===== config.mk =====
export PLATFORM = sky130hd
export DESIGN_NAME = double_ended_list_store
export DESIGN_NICKNAME = d
export VERILOG_FILES = /design/src/sv/dels_pkg.sv /design/src/sv/double_ended_list_store.sv /design/src/sv/dels_ctrl.sv /design/src/sv/dels_dp.sv
export SDC_FILE = /design/constraint.sdc
export NUM_CORES = 2
export LEC_CHECK = 0
export BUFFER_PORTS_ARGS = -buffer_cell sky130_fd_sc_hd__buf_2
export CAP_MARGIN = 20
export CORE_MARGIN = 3
export CORE_UTILIZATION = 63
export CTS_BUF_LIST = sky130_fd_sc_hd__clkbuf_4 sky130_fd_sc_hd__clkbuf_8 sky130_fd_sc_hd__clkbuf_16
export CTS_CLUSTER_SIZE = 16
export DETAILED_ROUTE_END_ITERATION = 8
export PLACE_DENSITY = 0.79
export RECOVER_POWER = 50
export SLEW_MARGIN = 20
export SYNTH_ARGS = -nofsm -noshare
export SYNTH_HDL_FRONTEND = slang
export SYNTH_SLANG_ARGS = --single-unit

===== constraint.sdc =====
create_clock -name clk -period 6.2 [get_ports clk]
set_input_delay 1.86 -clock clk [delete_from_list [all_inputs] [get_ports clk]]
set_output_delay 1.86 -clock clk [all_outputs]
set_load 0.03 [all_outputs]

===== src/sv/dels_pkg.sv =====
// Package for the double-ended list store: item types, codes and shared control structs.
`timescale 1ns / 1ps
package dels_pkg;

    // Default capacity of the list
    localparam int CAPACITY_DEF = 64;

    // Fixed field widths
    localparam int OP_W    = 3;
    localparam int DATA_W  = 32;
    localparam int STAT_W  = 2;
    localparam int COUNT_W = 7;

    // Operation codes
    localparam logic [OP_W-1:0] OP_PUSH_FRONT = 3'd0;
    localparam logic [OP_W-1:0] OP_PUSH_BACK  = 3'd1;
    localparam logic [OP_W-1:0] OP_POP_FRONT  = 3'd2;
    localparam logic [OP_W-1:0] OP_POP_BACK   = 3'd3;
    localparam logic [OP_W-1:0] OP_READ_FWD   = 3'd4;
    localparam logic [OP_W-1:0] OP_READ_REV   = 3'd5;

    // Status codes
    localparam logic [STAT_W-1:0] ST_OK    = 2'd0;
    localparam logic [STAT_W-1:0] ST_EMPTY = 2'd1;
    localparam logic [STAT_W-1:0] ST_FULL  = 2'd2;

    // Input item
    typedef struct packed {
        logic [OP_W-1:0]          operation;
        logic signed [DATA_W-1:0] value;
    } request_t;

    // Result item
    typedef struct packed {
        logic [STAT_W-1:0]        status;
        logic signed [DATA_W-1:0] element;
        logic [COUNT_W-1:0]       element_count;
        logic                     last;
    } result_t;

    // Commands from controller to datapath
    typedef struct packed {
        logic load;     // item accepted this cycle
        logic rd_step;  // read out one element this cycle
    } ctrl_cmd_t;

    // Status from datapath to controller
    typedef struct packed {
        logic empty;    // no elements stored
        logic rd_last;  // current readout step is the final one
    } dp_status_t;

endpackage


===== src/sv/double_ended_list_store.sv =====
// Top level of the double-ended list store: controller, datapath and checks.
//
// Usage: a bounded double-ended queue of signed 32-bit values in a ring memory.
// An item (request: operation, value) is accepted at a rising edge with start
// high and busy low. Results appear on result for exactly one cycle, marked by
// result_valid; the receiver cannot stall them.
// Push and pop: one result, in the cycle after the item is accepted; a new item
// may be accepted every cycle.
// Readout of N elements: busy is high while one element per cycle is read from
// the single memory read port; results follow in the next cycle, the final one
// carrying last. An empty readout gives one status result.
// So a readout item holds off the next item until busy falls; push/pop/other
// items do not set busy.
// Push on a full list or pop/readout on an empty one gives one status result
// and leaves the list unchanged.
// Reset (rst_n low) empties the list and returns to idle; memory contents are
// not cleared, since only pushed entries are ever read.
`timescale 1ns / 1ps
module double_ended_list_store #(
    parameter int CAPACITY = dels_pkg::CAPACITY_DEF
) (
    input  logic               clk,
    input  logic               rst_n,
    input  logic               start,
    output logic               busy,
    input  dels_pkg::request_t request,
    output logic               result_valid,
    output dels_pkg::result_t  result
);
    import dels_pkg::*;

    ctrl_cmd_t  cmd;
    dp_status_t dp_status;

    // Controller
    dels_ctrl u_ctrl (
        .clk       (clk),
        .rst_n     (rst_n),
        .start     (start),
        .operation (request.operation),
        .status    (dp_status),
        .busy      (busy),
        .cmd       (cmd)
    );

    // Datapath
    dels_dp #(
        .CAPACITY (CAPACITY)
    ) u_dp (
        .clk          (clk),
        .rst_n        (rst_n),
        .cmd          (cmd),
        .request      (request),
        .status       (dp_status),
        .result_valid (result_valid),
        .result       (result)
    );

`ifndef SYNTHESIS
    // Count never exceeds capacity
    a_count_bound: assert property (@(posedge clk) disable iff (!rst_n)
        result_valid |-> (result.element_count <= COUNT_W'(CAPACITY)))
        else $error("element count above capacity");

    // Error status results are single and carry no element
    a_err_single: assert property (@(posedge clk) disable iff (!rst_n)
        (result_valid && result.status != ST_OK) |-> (result.last && result.element == '0))
        else $error("error result not final or has element");

    // A push or pop gives its final result in the next cycle
    a_single_next: assert property (@(posedge clk) disable iff (!rst_n)
        (start && !busy && (request.operation == OP_PUSH_FRONT ||
         request.operation == OP_PUSH_BACK || request.operation == OP_POP_FRONT ||
         request.operation == OP_POP_BACK)) |=> (result_valid && result.last))
        else $error("push/pop result missing");

    // The final result of an item never shows while the block is busy
    a_last_idle: assert property (@(posedge clk) disable iff (!rst_n)
        (result_valid && result.last) |-> !busy)
        else $error("final result while busy");
`endif

endmodule


===== src/sv/dels_ctrl.sv =====
// Controller for the double-ended list store: idle/readout state machine.
`timescale 1ns / 1ps
module dels_ctrl (
    input  logic                  clk,
    input  logic                  rst_n,
    input  logic                  start,
    input  logic [dels_pkg::OP_W-1:0] operation,
    input  dels_pkg::dp_status_t  status,
    output logic                  busy,
    output dels_pkg::ctrl_cmd_t   cmd
);
    import dels_pkg::*;

    typedef enum logic {
        S_IDLE,
        S_READ
    } state_t;

    state_t state_reg, state_next;
    logic   busy_reg, busy_next;
    logic   is_readout;

    // Commands
    assign cmd.load    = start && !busy_reg;
    assign cmd.rd_step = (state_reg == S_READ);
    assign busy        = busy_reg;

    assign is_readout = (operation == OP_READ_FWD) || (operation == OP_READ_REV);

    // Next state
    always_comb
    begin
        state_next = state_reg;
        busy_next  = busy_reg;
        case (state_reg)
            S_IDLE:
            begin
                if (cmd.load && is_readout && !status.empty)
                begin
                    state_next = S_READ;
                    busy_next  = 1'b1;
                end
            end
            S_READ:
            begin
                if (status.rd_last)
                begin
                    state_next = S_IDLE;
                    busy_next  = 1'b0;
                end
            end
            default:
            begin
                state_next = S_IDLE;
                busy_next  = 1'b0;
            end
        endcase
    end

    // State and registered outputs
    always_ff @(posedge clk or negedge rst_n)
    begin
        if (!rst_n)
        begin
            state_reg <= S_IDLE;
            busy_reg  <= 1'b0;
        end
        else
        begin
            state_reg <= state_next;
            busy_reg  <= busy_next;
        end
    end

endmodule


===== src/sv/dels_dp.sv =====
// Datapath for the double-ended list store: ring memory, head, count and result register.
`timescale 1ns / 1ps
module dels_dp #(
    parameter int CAPACITY = dels_pkg::CAPACITY_DEF
) (
    input  logic                 clk,
    input  logic                 rst_n,
    input  dels_pkg::ctrl_cmd_t  cmd,
    input  dels_pkg::request_t   request,
    output dels_pkg::dp_status_t status,
    output logic                 result_valid,
    output dels_pkg::result_t    result
);
    import dels_pkg::*;

    localparam int IDX_W = (CAPACITY > 1) ? $clog2(CAPACITY) : 1;
    localparam int CNT_W = $clog2(CAPACITY + 1);
    localparam int SUM_W = IDX_W + 1;

    // Element memory, no reset: only pushed entries are read
    logic [DATA_W-1:0] mem [CAPACITY];

    logic [IDX_W-1:0]  head_reg, head_next;
    logic [CNT_W-1:0]  count_reg, count_next;
    logic [IDX_W-1:0]  idx_reg, idx_next;
    logic              rev_reg, rev_next;

    logic              out_valid_reg, out_valid_next;
    logic [STAT_W-1:0] out_status_reg, out_status_next;
    logic [CNT_W-1:0]  out_count_reg, out_count_next;
    logic              out_last_reg, out_last_next;
    logic              out_mem_reg, out_mem_next;
    logic [DATA_W-1:0] rd_data_reg;

    logic              wr_en;
    logic [IDX_W-1:0]  wr_addr;
    logic [IDX_W-1:0]  rd_addr;
    logic [IDX_W-1:0]  back_addr;
    logic [IDX_W-1:0]  rd_offset;
    logic [IDX_W-1:0]  head_dec, head_inc;
    logic              full;

    // Ring position of head plus an offset, both below CAPACITY
    function automatic logic [IDX_W-1:0] ring_add(input logic [IDX_W-1:0] base,
                                                  input logic [IDX_W-1:0] off);
        logic [SUM_W-1:0] sum;
        sum = {1'b0, base} + {1'b0, off};
        if (sum >= SUM_W'(CAPACITY))
            sum = sum - SUM_W'(CAPACITY);
        return sum[IDX_W-1:0];
    endfunction

    assign full         = (count_reg == CNT_W'(CAPACITY));
    assign status.empty = (count_reg == '0);
    assign status.rd_last = (CNT_W'(idx_reg) == count_reg - CNT_W'(1));

    assign head_dec  = (head_reg == '0) ? IDX_W'(CAPACITY - 1) : head_reg - IDX_W'(1);
    assign head_inc  = (head_reg == IDX_W'(CAPACITY - 1)) ? '0 : head_reg + IDX_W'(1);
    assign back_addr = ring_add(head_reg, count_reg[IDX_W-1:0]);

    // Readout address: forward walks up from head, reverse walks down from tail
    assign rd_offset = rev_reg ? IDX_W'(count_reg - CNT_W'(1) - CNT_W'(idx_reg)) : idx_reg;
    assign rd_addr   = ring_add(head_reg, rd_offset);

    // Operation decode and state update
    always_comb
    begin
        head_next       = head_reg;
        count_next      = count_reg;
        idx_next        = idx_reg;
        rev_next        = rev_reg;
        wr_en           = 1'b0;
        wr_addr         = back_addr;
        out_valid_next  = 1'b0;
        out_status_next = ST_OK;
        out_count_next  = count_reg;
        out_last_next   = 1'b1;
        out_mem_next    = 1'b0;

        if (cmd.rd_step)
        begin
            out_valid_next = 1'b1;
            out_last_next  = status.rd_last;
            out_mem_next   = 1'b1;
            idx_next       = idx_reg + IDX_W'(1);
        end
        else if (cmd.load)
        begin
            out_valid_next = 1'b1;
            case (request.operation)
                OP_PUSH_FRONT, OP_PUSH_BACK:
                begin
                    if (full)
                        out_status_next = ST_FULL;
                    else
                    begin
                        wr_en = 1'b1;
                        if (request.operation == OP_PUSH_FRONT)
                        begin
                            head_next = head_dec;
                            wr_addr   = head_dec;
                        end
                        count_next     = count_reg + CNT_W'(1);
                        out_count_next = count_next;
                    end
                end
                OP_POP_FRONT, OP_POP_BACK:
                begin
                    if (status.empty)
                        out_status_next = ST_EMPTY;
                    else
                    begin
                        if (request.operation == OP_POP_FRONT)
                            head_next = head_inc;
                        count_next     = count_reg - CNT_W'(1);
                        out_count_next = count_next;
                    end
                end
                OP_READ_FWD, OP_READ_REV:
                begin
                    if (status.empty)
                        out_status_next = ST_EMPTY;
                    else
                    begin
                        // results come from the readout steps
                        out_valid_next = 1'b0;
                        idx_next       = '0;
                        rev_next       = (request.operation == OP_READ_REV);
                    end
                end
                default:
                begin
                    out_status_next = ST_OK;
                end
            endcase
        end
    end

    // Control registers
    always_ff @(posedge clk or negedge rst_n)
    begin
        if (!rst_n)
        begin
            head_reg      <= '0;
            count_reg     <= '0;
            idx_reg       <= '0;
            rev_reg       <= 1'b0;
            out_valid_reg <= 1'b0;
        end
        else
        begin
            head_reg      <= head_next;
            count_reg     <= count_next;
            idx_reg       <= idx_next;
            rev_reg       <= rev_next;
            out_valid_reg <= out_valid_next;
        end
    end

    // Result payload registers
    always_ff @(posedge clk)
    begin
        out_status_reg <= out_status_next;
        out_count_reg  <= out_count_next;
        out_last_reg   <= out_last_next;
        out_mem_reg    <= out_mem_next;
    end

    // Memory write port
    always_ff @(posedge clk)
    begin
        if (wr_en)
            mem[wr_addr] <= request.value;
    end

    // Memory read port, registered
    always_ff @(posedge clk)
    begin
        rd_data_reg <= mem[rd_addr];
    end

    // Result port
    assign result_valid         = out_valid_reg;
    assign result.status        = out_status_reg;
    assign result.element       = out_mem_reg ? rd_data_reg : '0;
    assign result.element_count = COUNT_W'(out_count_reg);
    assign result.last          = out_last_reg;

endmodule

[After elaboration in Yosys (flattened, before gate mapping)]
Memories as Yosys holds them, arrays and structs flattened. A register that Yosys moved wholly into a read port is not among the register bits.
Cells that the tools add are included.
Storage, ports and cells
  word-level logic and storage cells: 108
  memories: 1
  RAM bits: 2048
  output and inout port bits: 44
  register bits: 34
  input bits: 38
Cells by class
  multiplexer cells: 45
  reductions and logical operators: 21
  bitwise gates (word level): 3
  equality and inequality tests: 15
  add/sub/neg operators: 10
  magnitude comparators: 2
Memories
  u_dp.mem: words 64, width 32, rd ports 1, clocked after memory_dff 1, wr ports 1, line dels_dp.sv:21  | logic [DATA_W-1:0] mem [CAPACITY];
Operator list (number)
  $mux 6: 18
  $mux 32: 1
  $mux 7: 4
  $sub 6x1->6 const B: 3
  $mux 1: 16
  $add 6x6->7: 2
  $ge 7x7->1 const B: 2
  $pmux 7 s2: 1
  $add 6x1->6 const B: 2
  $pmux 6 s2: 1
  $ne 2x2->1 const B: 4
  $reduce_or 2->1: 4
  $add 7x1->7 const B: 1
  $eq 6x7->1: 1
  $eq 7x7->1 const B: 1
  $logic_not 7->1: 1
  $reduce_and 7->1: 1
  $sub 7x1->7 const B: 1
  $eq 3x2->1 const B: 2
  $eq 3x3->1 const B: 2
  $eq 6x6->1 const B: 1
  $logic_not 6->1: 1
  $ne 2x1->1 const B: 3
  $reduce_bool 2->1: 3
  14 further kinds: 20

[Longest topological paths before layout]
  depth in word-level cells: 8
  gate-level depth with buffers: 18
  mapped depth without buffers: 16

[Cells and area by module]
From an unflattened synthesis, not the netlist that was laid out.
Unflattened totals
  cells, all modules: 3414
  area total of the unflattened synthesis: 81555.7 sq um
Modules (own cells, without submodules)
  dels_dp: area an instance 81455.6 sq um, cells each 3404, times used 1
  dels_ctrl: area an instance 100.1 sq um, cells each 10, times used 1

[Worst setup path before layout]
No wires, ideal clock.
  path type: input to register
  start point: in request[33] (netlist bit)
  end point: mem u_dp.mem[14][0], enable pin
  data required time: 5779 ps
  arrival time: 4995 ps
  buffers on the path: 2
  stages: 9
  setup slack: 784 ps
  path through: clkbuf_1 > nor2_1 > o311ai_1 > nor2_1 > clkbuf_1 > nor2_1 > a21oi_1 > nand3_1 > nor2_1
On the way
  longest elaborated chain between the ends: 7
Ends and longest elaborated chain
  start: declaration: line double_ended_list_store.sv:26  | input dels_pkg::request_t request,
  $eq 3x1->1 / $logic_not 3->1 (equally long branches): line dels_dp.sv:90, dels_dp.sv:98
  $reduce_or 2->1: line dels_dp.sv:90  | case (request.operation)
  $mux 1: line dels_dp.sv:90
  $mux 1: line dels_dp.sv:87  | else if (cmd.load)
  $mux 1: line dels_dp.sv:80  | if (cmd.rd_step)
  $mux 1: line dels_dp.sv:172  | if (wr_en)
  $mux 1 (implied by the code): line dels_dp.sv:173  | mem[wr_addr] <= request.value;
  end: declaration: line dels_dp.sv:21
Parallel ways exist; a longest one is shown, timed or not.

[Final worst setup path]
  start point: reg u_dp.count_reg[0]
  end point: reg u_dp.rd_data_reg[3], read port of u_dp.mem
On the way
  longest elaborated chain between the ends: 6
Ends and longest elaborated chain
  start: declaration: line dels_dp.sv:24  | logic [CNT_W-1:0] count_reg, count_next;
  start signal: assignment: line dels_dp.sv:153  | count_reg <= count_next;
  $sub 7x1->7 (*)
  $sub 6x6->6 (*): line dels_dp.sv:62  | assign rd_offset = rev_reg ? IDX_W'(count_reg - CNT_W'(1) - CNT_W'(idx_reg)) : idx_reg;
  $mux 6 (*): line dels_dp.sv:62
  $add 6x6->7 (*): line dels_dp.sv:47  | sum = {1'b0, base} + {1'b0, off};
  $sub 6x1->6 / $ge 7x7->1 (equally long branches): line dels_dp.sv:49, dels_dp.sv:48
  $mux 6 (*): line dels_dp.sv:48  | if (sum >= SUM_W'(CAPACITY))
  end: declaration: line dels_dp.sv:33  | logic [DATA_W-1:0] rd_data_reg;
Mark *: on every way between the ends. The rest lies on a longest branch, timed or not.
A chain may end at the register's enable or synchronous reset.

==> metrics.md <==
| Metric | Value |
|---|---|
| Rows | `131` |
| DIE WIDTH | `365 um` |
| Worst-path maximum fanout | `61` |
| Largest cells by area after synthesis | `edfxtp_1, mux4_2, mux2i_1` |
| H-Tree Depth | `4` |
| Clock transition at path regs | `~60 ps` |
| Vias in the first global route | `41,000` |
| Nets | `3,706` |
| Post-synth top area share | `between 70% and 80%` |
| Worst vdd ir | `between 300 and 400 uV` |
| Max Slew Vio Count | `around 2,100` |
| Number of flip-flops in the largest register | `2,048` |
| Worst slack, placed | `between 400 and 500 ps` |
| Failing checks | `capacitance limit, slew limit` |
| Status | `complete, but fails checks` |
| Placeable Area | `0.128 sq mm` |
| Num CTS Buffers | `around 190` |
| Syn nets | `3,464` |
| Mean Syn Cell Area | `approximately 24 sq um` |
| Avg WL per Cell | `40.1 um` |
| Worst path top cell family by delay | `compound AO/OA/AOI/OAI gates` |
| Logic pwr share | `roughly 2.3%` |
| Final period utilization | `between 90% and 100%` |
| Pwr Density | `between 300 and 400 mW/mm^2` |
| Grt ovf | `0` |
| First-pass GRT wire length | `314,000 um` |
| Initial core utilization | `between 60% and 70%` |
| Routability congestion estimate | `0.860` |
| Initial antenna violation count | `14` |
| Seq cells post-synth | `2,114` |
| R2r startpoint | `u_dp.count_reg[0]` |
| Quantity of I/O buffers inserted on ports | `81` |
| Largest net degree at the start of global routing | `approximately 80` |
| CP Buf/Inv Count | `2` |
| DP HPWL | `about 110,000 um` |
| Most numerous cell in the Yosys netlist | `edfxtp_1` |
| Seq pwr share | `~55%` |
| Final Hold Vio Count | `0` |
| Hold_sp | `u_dp.idx_reg[1]` |
| WL final | `220,000 um` |
| Final Skew | `approximately 23 ps` |
| CP dominant cell by count | `ha_1` |
| DRC | `0` |
| P_sw | `just under 0.006 W` |
| Required @ worst endpoint | `6860 ps` |
| Final WS setup | `466 ps` |
| Yosys top cell by area | `edfxtp_1` |
| Register area share after synthesis | `roughly 77%` |
| Slowest Stage Delay on Critical Path | `about 610 ps` |
| Arrival time worst endpoint | `approximately 6400 ps` |
| Hold buffers post-CTS | `0` |
| Area Overhead vs Synth | `12.7%` |
| Root Buffer | `clkbuf_16` |
| CP endpoint kind | `register` |
| Avg Vias per Cell | `between 7 and 8` |
| Total power | `~0.028 W` |
| GR Util All Layers | `34.0%` |
| Switching share of power | `roughly a fifth` |
| Die Span Y | `around 370 um` |
| IO Count | `slightly above 80` |
| End-of-flow core utilization | `a little under three quarters` |
| Clk Latency, worst-skew pair | `between 800 and 900 ps` |
| 1st-iter DRT viols | `roughly 6,600` |
| Synth unique cells | `58` |
| Final setup viols | `0` |
| Clock Sinks | `roughly 2,100` |
| 1st-pass router iterations | `5` |
| Clk buf depth | `3` |
| Placed Cells | `5,109` |
| Crit path cell chain | `inv_1, ha_1, xor2_1, ha_1, o21ai_0, or3b_2, a31o_2, ha_1, o21ai_0, o21bai_1, a211o_1, and3b_1, o32ai_4, buf_12, mux2i_1, mux2i_1` |
| CP max-delay cell | `mux2i_1` |
| Synthesized instance count | `between 3,000 and 4,000` |
| Clock power share | `42.5%` |
| Total Neg Setup Slack | `0 ps` |
| Setup Buffers After CTS | `0` |
| Critical path class | `reg2reg` |
| Number of synthesized flops with an enable pin | `~2,000` |
| Synth async-reset ratio | `under 10%` |
| Final Non-Filler Cells | `between 5,000 and 6,000` |
| Prevailing post-synth register cell | `edfxtp_1` |
| RSZ-0062 raised after global routing | `no` |
| Worst Tran Pin Value | `between 3000 and 4000 ps` |
| Hold Crit Class | `reg2reg` |
| Post-synth top cells | `edfxtp_1, mux4_2, clkbuf_1, mux2i_1, nor2_1` |
| Die ar. | `about 0.13 sq mm` |
| Critical path launch point | `u_dp.count_reg[0]` |
| Static leakage | `27.9 nW` |
| Pint | `about 0.023 W` |
| Max frequency | `174 MHz` |
| YS warnings | `0` |
| Vias | `~40,000` |
| Tmin final | `between 5000 and 6000 ps` |
| TritonCTS clock tree | `built` |
| Startpoint types | `register` |
| Layout cells sized above 1 | `a little under a third` |
| Max-slew headroom | `-136%` |
| Synthesized area | `approximately 0.081 sq mm` |
| DRT antenna net count | `0` |
| Post-cts sizing count | `0` |
| Max-capacitance violation count | `32` |
## power groups by stage
stage	clock network, W	logic, W	registers [W]
after floorplan	0	0.000281	0.0160
after global placement	0	0.000606	0.0160
after detailed placement	0	0.000642	0.0160
after CTS	0.0122	0.000660	0.0157
after global routing	0.0127	0.000686	0.0157
final	0.0121	0.000653	0.0157
## metal layers
layer	global-route usage, %	share of wire, %	routed length [um]	vias up
li1	-	-	-	15100
met1	46.8	34	74600	21400
met2	53.7	49	108000	3737
met3	7.85	12	26600	607
met4	14.6	4.8	10600	8
met5	0	0.025	55	-
## metrics by stage
stage	area, sq um	hold slack, ps
3_5_place_dp	85300	539
4_1_cts	91700	561
6_report	91600	555
3_3_place_gp	85300	537
5_1_grt	91600	581
2_1_floorplan	81300	345
## placed cells by master, fill, tap and decap left out, types with 3 or more instances in the layout
master      count
and3_1          5
xnor2_2         3
buf_12         54
mux4_2        640
mux2_2          5
and2_1         34
nor2_1         27
clkinv_4        3
dfrtp_1        23
clkbuf_16     197
clkinv_2       31
buf_4          75
a21oi_1        20
o22ai_1         4
clkinv_1       44
nor2b_1         6
nand3_1        22
xor2_1          5
nor2_4         64
nand2b_1        4
a21o_1          6
buf_2          40
diode_2        12
nand2_1        34
bufinv_16      18
xnor2_1        13
clkbuf_4       44
ha_1           20
mux2i_1       101
dfxtp_1        43
edfxtp_1     2048
inv_6           7
inv_1          14
nor3_1          9
clkbuf_1       46
o21bai_1        3
a31oi_1         4
clkinvlp_4      8
o21ai_0        34
## final timing paths
| path | to | slack [ps] | cells past startpoint |
|---|---|---|---|
| worst max-delay path | u_dp.rd_data_reg[3] | 470 | 16 |
| worst min-delay path | u_dp.idx_reg[1] | 550 | 1 |
| worst max register to register | u_dp.rd_data_reg[3] | 470 | 16 |
| worst min register to register | u_dp.idx_reg[1] | 550 | 1 |
| max in group asynchronous | u_dp.idx_reg[5] | 4010 | 1 |
| min in group asynchronous | u_dp.count_reg[5] | 1350 | 1 |
## cells by family after synthesis
logic type	count (synthesis)	share of synthesized area [%]
xor gates and xnor gates	21	0.226
DFF	2114	77.4
and+or+nand+nor	223	1.32
AOI/OAI and AO/OA	90	0.668
adders and majority gates	24	0.397
buffers and inverters	184	0.986
muxes	746	19.0
## layout make-up
cell class / instances / area (sq um)
diodes: 12 / 30.0
clock buffers: 242 / 5280
inverters: 14 / 52.6
repair buffers: 216 / 2020
well taps: 1662 / 2080
multi-input cells: 1104 / 18100
clock inverters: 116 / 1090
flip-flops and latches: 2114 / 62900
fillers: 6550 / 36200
No activity file was read; power rests on OpenSTA's default activity.
